`src/hw/rtl/lmsf_pkg.sv`:
```
// ----------------------------------------------------------------------------
// lmsf_pkg
// Shared types and constants of the LMS adaptive FIR filter.
// ----------------------------------------------------------------------------
package lmsf_pkg;

  // Step size format: unsigned fraction in units of 2^-24
  localparam int MU_WIDTH = 16;
  localparam int MU_FRAC  = 24;
  // Accumulator and update arithmetic wrap at this width
  localparam int ACC_W    = 64;

  // Register indexes
  localparam logic REG_ADAPT = 1'b0;
  localparam logic REG_STEP  = 1'b1;

  // Register reset values
  localparam logic                ADAPT_RESET = 1'b1;
  localparam logic [MU_WIDTH-1:0] STEP_RESET  = 16'd16777;

  // Configuration seen by the core
  typedef struct packed {
    logic                adapt;
    logic [MU_WIDTH-1:0] step;
  } cfg_t;

  // Core sequencer states
  typedef enum logic [7:0] {
    ST_CLEAR  = 8'b0000_0001,
    ST_IDLE   = 8'b0000_0010,
    ST_FILT   = 8'b0000_0100,
    ST_FDRAIN = 8'b0000_1000,
    ST_CALC   = 8'b0001_0000,
    ST_EMIT   = 8'b0010_0000,
    ST_UPD    = 8'b0100_0000,
    ST_UDRAIN = 8'b1000_0000
  } state_t;

endpackage

```
`src/hw/rtl/lmsf_cfg.sv`:
```
// ----------------------------------------------------------------------------
// lmsf_cfg
// APB-style register file holding the mode bit and the step size.
// ----------------------------------------------------------------------------
module lmsf_cfg (
  input  logic             clk,
  input  logic             rst,
  input  logic             psel,
  input  logic             penable,
  input  logic             pwrite,
  input  logic [2:0]       paddr,
  input  logic [31:0]      pwdata,
  output logic [31:0]      prdata,
  output logic             pready,
  output lmsf_pkg::cfg_t   cfg
);
  import lmsf_pkg::*;

  logic wr_en;

  assign pready = 1'b1;
  assign wr_en  = psel && penable && pwrite && pready;

  // Write registers on the access phase
  always_ff @(posedge clk) begin
    if (rst) begin
      cfg.adapt <= ADAPT_RESET;
      cfg.step  <= STEP_RESET;
    end else if (wr_en) begin
      unique case (paddr[2])
        REG_ADAPT: cfg.adapt <= pwdata[0];
        REG_STEP:  cfg.step  <= pwdata[MU_WIDTH-1:0];
        default:   ;
      endcase
    end
  end

  // Read back
  always_comb begin
    unique case (paddr[2])
      REG_ADAPT: prdata = {31'd0, cfg.adapt};
      REG_STEP:  prdata = {{(32-MU_WIDTH){1'b0}}, cfg.step};
      default:   prdata = '0;
    endcase
  end

endmodule

```
`config.mk`:
```
export PLATFORM = sky130hd
export DESIGN_NAME = lmsf_cfg
export DESIGN_NICKNAME = d
export VERILOG_FILES = /design/src/hw/rtl/lmsf_pkg.sv /design/src/hw/rtl/lmsf_cfg.sv
export SDC_FILE = /design/constraint.sdc
export NUM_CORES = 1
export LEC_CHECK = 0
export ABC_AREA = 1
export BUFFER_PORTS_ARGS = -buffer_cell sky130_fd_sc_hd__buf_2
export CAP_MARGIN = 20
export CORE_MARGIN = 2
export CORE_UTILIZATION = 33
export DETAILED_ROUTE_END_ITERATION = 12
export GPL_TIMING_DRIVEN = 1
export PLACE_DENSITY = 0.73
export SETUP_SLACK_MARGIN = 0.15
export SYNTH_ARGS = -nofsm -noshare
export SYNTH_HDL_FRONTEND = slang
export SYNTH_SLANG_ARGS = --single-unit
export TNS_END_PERCENT = 20
```
`constraint.sdc`:
```
create_clock -name clk -period 0.9 [get_ports clk]
set_input_delay 0.09 -clock clk [delete_from_list [all_inputs] [get_ports clk]]
set_output_delay 0.09 -clock clk [all_outputs]
set_load 0.01 [all_outputs]
```
==> impl_metrics.env, run 1 <==
export IMPL_status="finished with violations"
export IMPL_violations="setup timing"
export IMPL_die_h_um=58.5
export IMPL_drt_first_iter_violations=30
export IMPL_synthTopCellsByCount="41 x nand2_1, 27 x inv_1, 22 x nor2_1"
export IMPL_crit_slowest_cell="dfxtp_2"
export IMPL_endpoint_kind="output port"
export IMPL_swShare_pct=29.9
export IMPL_intPower_mw=1.07
export IMPL_core_rowCount=19
export IMPL_fin_util_pct=46.7
export IMPL_antenna_found_initial=0
export IMPL_final_nets=254
export IMPL_hp_class="input port to flip-flop"
export IMPL_r2r_slack_ns=0.31
export IMPL_synth_seq_area_share_pct=34.7
export IMPL_dp_hpwl_um=1640
export IMPL_clock_latency_ns=0.29
export IMPL_period_minus_slack_ns=0.963
export IMPL_powerDensity_nw_per_um2=1180
export IMPL_worstHoldStart="pwdata[8]"
export IMPL_dieArea_um2=3420
export IMPL_clk_path_buf_depth=2
export IMPL_clock_root_buffer="clkbuf_4"
export IMPL_rr_startpoint="cfg[16]"
export IMPL_finalMaxSlewViolations=0
export IMPL_irDropWorstVdd_mv=0.515
export IMPL_worstSetupPathType="flip-flop to output port"
export IMPL_wl_per_cell_um=9.02
export IMPL_post_dp_cell_area_um2=1220
export IMPL_switchingPower_uw=458
export IMPL_grt_pass1_vias=848
export IMPL_grt_usage_pct=13.2
export IMPL_ys_types=15
export IMPL_finalSetupViolations=16
export IMPL_top_layer="met4"
export IMPL_yosys_top_cells_area="dfxtp_1 35%, nand2_1 16%, buf_4 14%"
export IMPL_rsz0062_at_grt="true"
export IMPL_cap_violations=0
export IMPL_r2r_end="cfg[16]"
export IMPL_grt_max_degree=19
export IMPL_core_um2=2780
export IMPL_crit_top_cell="nand2_1"
export IMPL_hold_viol=0
export IMPL_post_cts_buffers=0
export IMPL_p_total_mw=1.53
export IMPL_dpl_cell_count=238
export IMPL_drive_above_1_share_pct=39.9
export IMPL_fp_dieW_um=58.5
export IMPL_num_antenna_cells=0
export IMPL_cts_buffers=3
export IMPL_gp_congestion=0.665
export IMPL_top_register="cfg"
export IMPL_whs_path_depth=3
export IMPL_leakagePower_nw=0.849
export IMPL_routed_wl_met2_um=1140
export IMPL_synth_edff_count=0
export IMPL_crit_chain="nand2_1, nand2_1, buf_2"
export IMPL_critPathLaunchType="flip-flop"
export IMPL_synthArstFlopShare_pct=0
export IMPL_fmax_ghz=1.04
export IMPL_reg2reg_depth=2
export IMPL_netlist_area_um2=981
export IMPL_postLayoutCellArea_um2=1300
export IMPL_dr_pass1_iters=3
export IMPL_wl_um=2200
export IMPL_detail_route_vias_per_cell=4.07
export IMPL_wl_met1_um=904
export IMPL_cts_tree="done"
export IMPL_wl_met3_um=134
export IMPL_yosysWarnings=0
export IMPL_fin_cells=244
export IMPL_synth_area_per_cell_um2=6.29
export IMPL_cts_sinks=17
export IMPL_min_to="cfg[8]"
export IMPL_ys_ff_latch=17
export IMPL_drc=0
export IMPL_initial_core_util_pct=35.3
export IMPL_synth_most_common_cell="nand2_1"
export IMPL_clkTransAtPathRegs_ns=0.11
export IMPL_grt_pass1_wl_um=3550
export IMPL_combPwrFrac_pct=20.3
export IMPL_pwr_share_seq_pct=52.3
export IMPL_grt_ovfl_total=0
export IMPL_skew_ns=0
export IMPL_largest_reg_flops=17
export IMPL_netlist_instances=156
export IMPL_vias=993
export IMPL_tns_ns=-0.547
export IMPL_crit_arrival_ns=0.87
export IMPL_critPathMaxFanout=3
export IMPL_area_growth_pct=32.5
export IMPL_fin_crit_sh_pct=107
export IMPL_ioPinCount=90
export IMPL_fin_ws_ns=-0.0626
export IMPL_crit_required_ns=0.81
export IMPL_io_buffers=54
export IMPL_pwr_share_clk_pct=27.4
export IMPL_synth_top_cell_area_share_pct=34.7
export IMPL_reg_largest_list="cfg: 17 flops"
export IMPL_synthFlopType="dfxtp_1"
export IMPL_critPathMaxStageDelay_ns=0.35
export IMPL_h_tree_depth=1
export IMPL_ant_nets=0
export IMPL_synth_top_area_cell="dfxtp_1"
[final cells by class]
cell class / count / area (um^2)
Clock buffer: 3 / 22.5
Clock inverter: 1 / 5.00
Fill cell: 313 / 1480
Inverter: 29 / 109
Multi-Input combinational cell: 102 / 423
Sequential cell: 17 / 362
Tap cell: 31 / 38.8
Timing Repair Buffer: 61 / 340
[how the worst max path moves through the flow]
stage / end / start / slack [ns]
6_report: prdata[0] / cfg[0] / -0.06
3_5_place_dp: cfg[7] / pwrite / -0.03
2_1_floorplan: cfg[2] / psel / 0.22
5_1_grt: prdata[0] / cfg[0] / -0.14
3_3_place_gp: cfg[3] / pwrite / -0.02
4_1_cts: prdata[0] / cfg[16] / -0.06
[logic make-up (layout without fill, tap and decap cells)]
kind of cell / Yosys count / after routing / synth area share [%]
flip-flops: 17 / 17 / 34.7
other: 2 / 17 / 0.766
AO/OA/AOI/OAI: 1 / 1 / 0.510
AND/OR/NAND/NOR: 84 / 84 / 36.1
buffers and inverters: 52 / 94 / 27.9
[power groups by stage]
stage | Combinational (mW) | Clock, mW | Sequential (mW)
floorplan | 0.222 | 0 | 0.826
global placement | 0.302 | 0 | 0.813
detailed placement | 0.305 | 0 | 0.814
CTS | 0.306 | 0.420 | 0.801
global route | 0.353 | 0.466 | 0.807
finish | 0.311 | 0.420 | 0.801
[placed cells by master (no fill, tap or decap), drive strengths merged]
| cell | synthesis | final |
|---|---|---|
| buf | 22 | 59 |
| clkbuf | 1 | 3 |
| clkinv | 0 | 1 |
| conb | 2 | 17 |
| dfxtp | 17 | 17 |
| dlygate4sd3 | 0 | 2 |
| inv | 29 | 29 |
| nand2 | 41 | 41 |
| nand3 | 19 | 19 |
| nor2 | 24 | 24 |
| o21ai | 1 | 1 |
[critical path: cells and delay by family, from the launching register on]
| family | cells | cell delay, ns |
|---|---|---|
| and+or+nand+nor | 2 | 0.11 |
| DFF | 1 | 0.35 |
| buffers and inverters | 1 | 0.13 |
[routing by layer]
| layer | vias up | track usage [%] |
|---|---|---|
| li1 | 534 | - |
| met5 | - | 0 |
| met4 | 0 | 4.98 |
| met3 | 2 | 2.42 |
| met2 | 31 | 24.6 |
| met1 | 426 | 14.8 |
[stage by stage]
stage / setup slack, ns / hold slack, ns
after floorplan: 0.218 / 0.216
after global placement: -0.0174 / 0.302
after global routing: -0.136 / 0.00737
final: -0.0626 / 0.00202
after CTS: -0.0574 / 0.00406
after detailed placement: -0.0284 / 0.308
[timing repair]
item                                    in CTS  in global routing
hold buffers                                 0                  2
pin swaps                                    2                  1
endpoints found under the setup margin      33                 33
endpoints found under the hold margin        0                  2
resized for setup                           17                  2
gates cloned                                 0                  0
(Power assumes the default switching activity.)
==> inputs of run 2 (changes only) <==
- CELL_PAD_IN_SITES_DETAIL_PLACEMENT: unset -> 1
- CELL_PAD_IN_SITES_GLOBAL_PLACEMENT: unset -> 1
- CORE_MARGIN: 2 -> 1.5
- CORE_UTILIZATION: 33 -> 22
- GPL_TIMING_DRIVEN: 1 -> unset
- PLACE_DENSITY: 0.73 -> unset
- PLACE_DENSITY_LB_ADDON: unset -> 0.1
==> run 2 against run 1 <==
The flow now finishes without violations. Register-to-register slack about the same. Non-clock buffer count decreased by 2. Final cell count increased by 7.8%. Critical endpoint unchanged. First-iteration DRC count decreased by 53%. Worst setup slack improved by 0.068 ns. Global-route usage decreased by 2.3 points. Clock skew unchanged. Sequential share of layout area decreased by 1.0 points. Via count increased by 3.1%. Maximum frequency increased by 7.6%. Largest power group unchanged. Wire length increased by 20%. Sequential power about the same.
==> impl_metrics.env, run 2 (synthesized netlist as in run 1, its figures left out) <==
export IMPL_status="complete, no violations"
export IMPL_worstSetupPathType="flip-flop to output port"
export IMPL_min_to="cfg[14]"
export IMPL_rsz0062_at_grt="true"
export IMPL_leakagePower_nw=0.852
export IMPL_wl_um=2640
export IMPL_largest_reg_flops=17
export IMPL_regArea_um2=362
export IMPL_r2r_end="cfg[16]"
export IMPL_fin_util_pct=31.2
export IMPL_reg2reg_depth=2
export IMPL_critPathMaxStageDelay_ns=0.34
export IMPL_grt_max_degree=18
export IMPL_powerDensity_nw_per_um2=1250
export IMPL_antenna_found_initial=0
export IMPL_finalSetupViolations=0
export IMPL_area_growth_pct=37.5
export IMPL_rr_startpoint="cfg[16]"
export IMPL_period_minus_slack_ns=0.895
export IMPL_num_antenna_cells=0
export IMPL_drive_above_1_share_pct=42.2
export IMPL_hp_class="input port to flip-flop"
export IMPL_hold_viol=0
export IMPL_fin_ws_ns=0.00538
export IMPL_fmax_ghz=1.12
export IMPL_reg_largest_list="cfg: 17 flops"
export IMPL_critPathLaunchType="flip-flop"
export IMPL_irDropWorstVdd_mv=0.433
export IMPL_die_h_um=69.8
export IMPL_fillers=589
export IMPL_holdBufCountCts=0
export IMPL_drc=0
export IMPL_r2r_slack_ns=0.30
export IMPL_dp_slack_ns=-0.0605
export IMPL_critPathMaxFanout=3
export IMPL_gp_congestion=0.683
export IMPL_crit_arrival_ns=0.80
export IMPL_clkTransAtPathRegs_ns=0.06
export IMPL_clk_path_buf_depth=2
export IMPL_whs_path_depth=3
export IMPL_core_um2=4320
export IMPL_multiInputGateArea_um2=428
export IMPL_grt_usage_pct=11.0
export IMPL_final_nets=252
export IMPL_initial_core_util_pct=22.7
export IMPL_ioPinCount=90
export IMPL_top_register="cfg"
export IMPL_crit_required_ns=0.81
export IMPL_mostFrequentLayoutCell="buf_2"
export IMPL_cts_buffers=3
export IMPL_grt_ovfl_total=0
export IMPL_crit_chain="nand2_1, nand2_1, buf_2"
export IMPL_cap_violations=0
export IMPL_grt_pass1_vias=978
export IMPL_finalMaxSlewViolations=0
export IMPL_clock_latency_ns=0.24
export IMPL_dr_pass1_iters=4
export IMPL_cts_sinks=17
export IMPL_core_rowCount=24
export IMPL_clock_root_buffer="clkbuf_8"
export IMPL_vias=1024
export IMPL_fin_crit_sh_pct=99.4
export IMPL_detail_route_vias_per_cell=3.89
export IMPL_drt_first_iter_violations=14
export IMPL_endpoint_kind="output port"
export IMPL_worstHoldStart="pwdata[14]"
export IMPL_ant_nets=0
export IMPL_crit_top_cell="nand2_1"
export IMPL_h_tree_depth=1
export IMPL_skew_ns=0
export IMPL_fp_dieW_um=69.8
export IMPL_wl_per_cell_um=10.0
export IMPL_crit_slowest_cell="dfxtp_2"
export IMPL_dieArea_um2=4870
export IMPL_io_buffers=54
export IMPL_grt_pass1_wl_um=4350
export IMPL_cts_tree="done"
export IMPL_dp_hpwl_um=2090
export IMPL_final_cell_mix="51 x buf_2, 39 x nand2_1, 25 x inv_1"
run 2: cell types whose count changed in the layout (fill, tap and decap cells not counted), sizes merged:
cell,previous run,this run
dlygate4sd3,2,0
run 2: cell type report:
cell class,count,share of cell area (%)
Timing Repair Buffer,59,25.1
Clock buffer,3,3.06
Tap cell,52,4.82
Multi-Input combinational cell,102,31.7
Clock inverter,1,0.371
Inverter,29,8.07
Sequential cell,17,26.8
run 2: where the power goes:
group          switching [mW]  total, mW  internal (mW)
sequential             0.0192      0.804          0.784
combinational           0.194      0.326          0.132
clock                   0.250      0.556          0.306
run 2: metrics by stage:
| step | cells | hold slack, ns | area, um^2 | TNS [ns] | total power, mW |
|---|---|---|---|---|---|
| 2_1_floorplan | 171 | 0.216 | 1040 | 0 | 1.05 |
| 3_3_place_gp | 259 | 0.304 | 1260 | -0.0568 | 1.13 |
| 3_5_place_dp | 259 | 0.311 | 1260 | -0.352 | 1.14 |
| 4_1_cts | 263 | 0.0526 | 1330 | -0.0301 | 1.72 |
| 5_1_grt | 263 | 0.0553 | 1350 | -0.561 | 1.80 |
| 6_report | 263 | 0.0560 | 1350 | 0 | 1.69 |
run 2: timing repair:
| action | 4_1_cts | 5_1_grt |
|---|---|---|
| buffers inserted | 0 | 0 |
| setup endpoints to repair | 33 | 34 |
| pin swaps | 1 | 0 |
| gates resized for setup | 18 | 6 |
run 2: how the worst max path moves through the flow:
stage / startpoint / end / slack (ns) / cells after the start
6_report: cfg[0] / prdata[0] / 0.005 / 3
5_1_grt: cfg[11] / prdata[11] / -0.06 / 3
4_1_cts: cfg[16] / prdata[0] / -0.01 / 3
3_5_place_dp: pwrite / cfg[13] / -0.06 / 5
3_3_place_gp: paddr[2] / cfg[0] / -0.01 / 5
2_1_floorplan: psel / cfg[2] / 0.22 / 6
run 2: routing by layer:
metal / global-route usage, % / routed length [um] / part of all wire [%] / vias to the layer above
li1: - / - / - / 527
met2: 20.5 / 1420 / 54 / 28
met1: 12.2 / 1090 / 41 / 469
met3: 2.03 / 125 / 4.7 / 0
met5: 0 / 0 / 0 / -
met4: 3.85 / 0 / 0 / 0
run 2: critical path, delay by kind of cell, from the launching register on:
kind / cells / cell delay, ns
flops: 1 / 0.34
buf+inv: 1 / 0.12
simple gates: 2 / 0.10
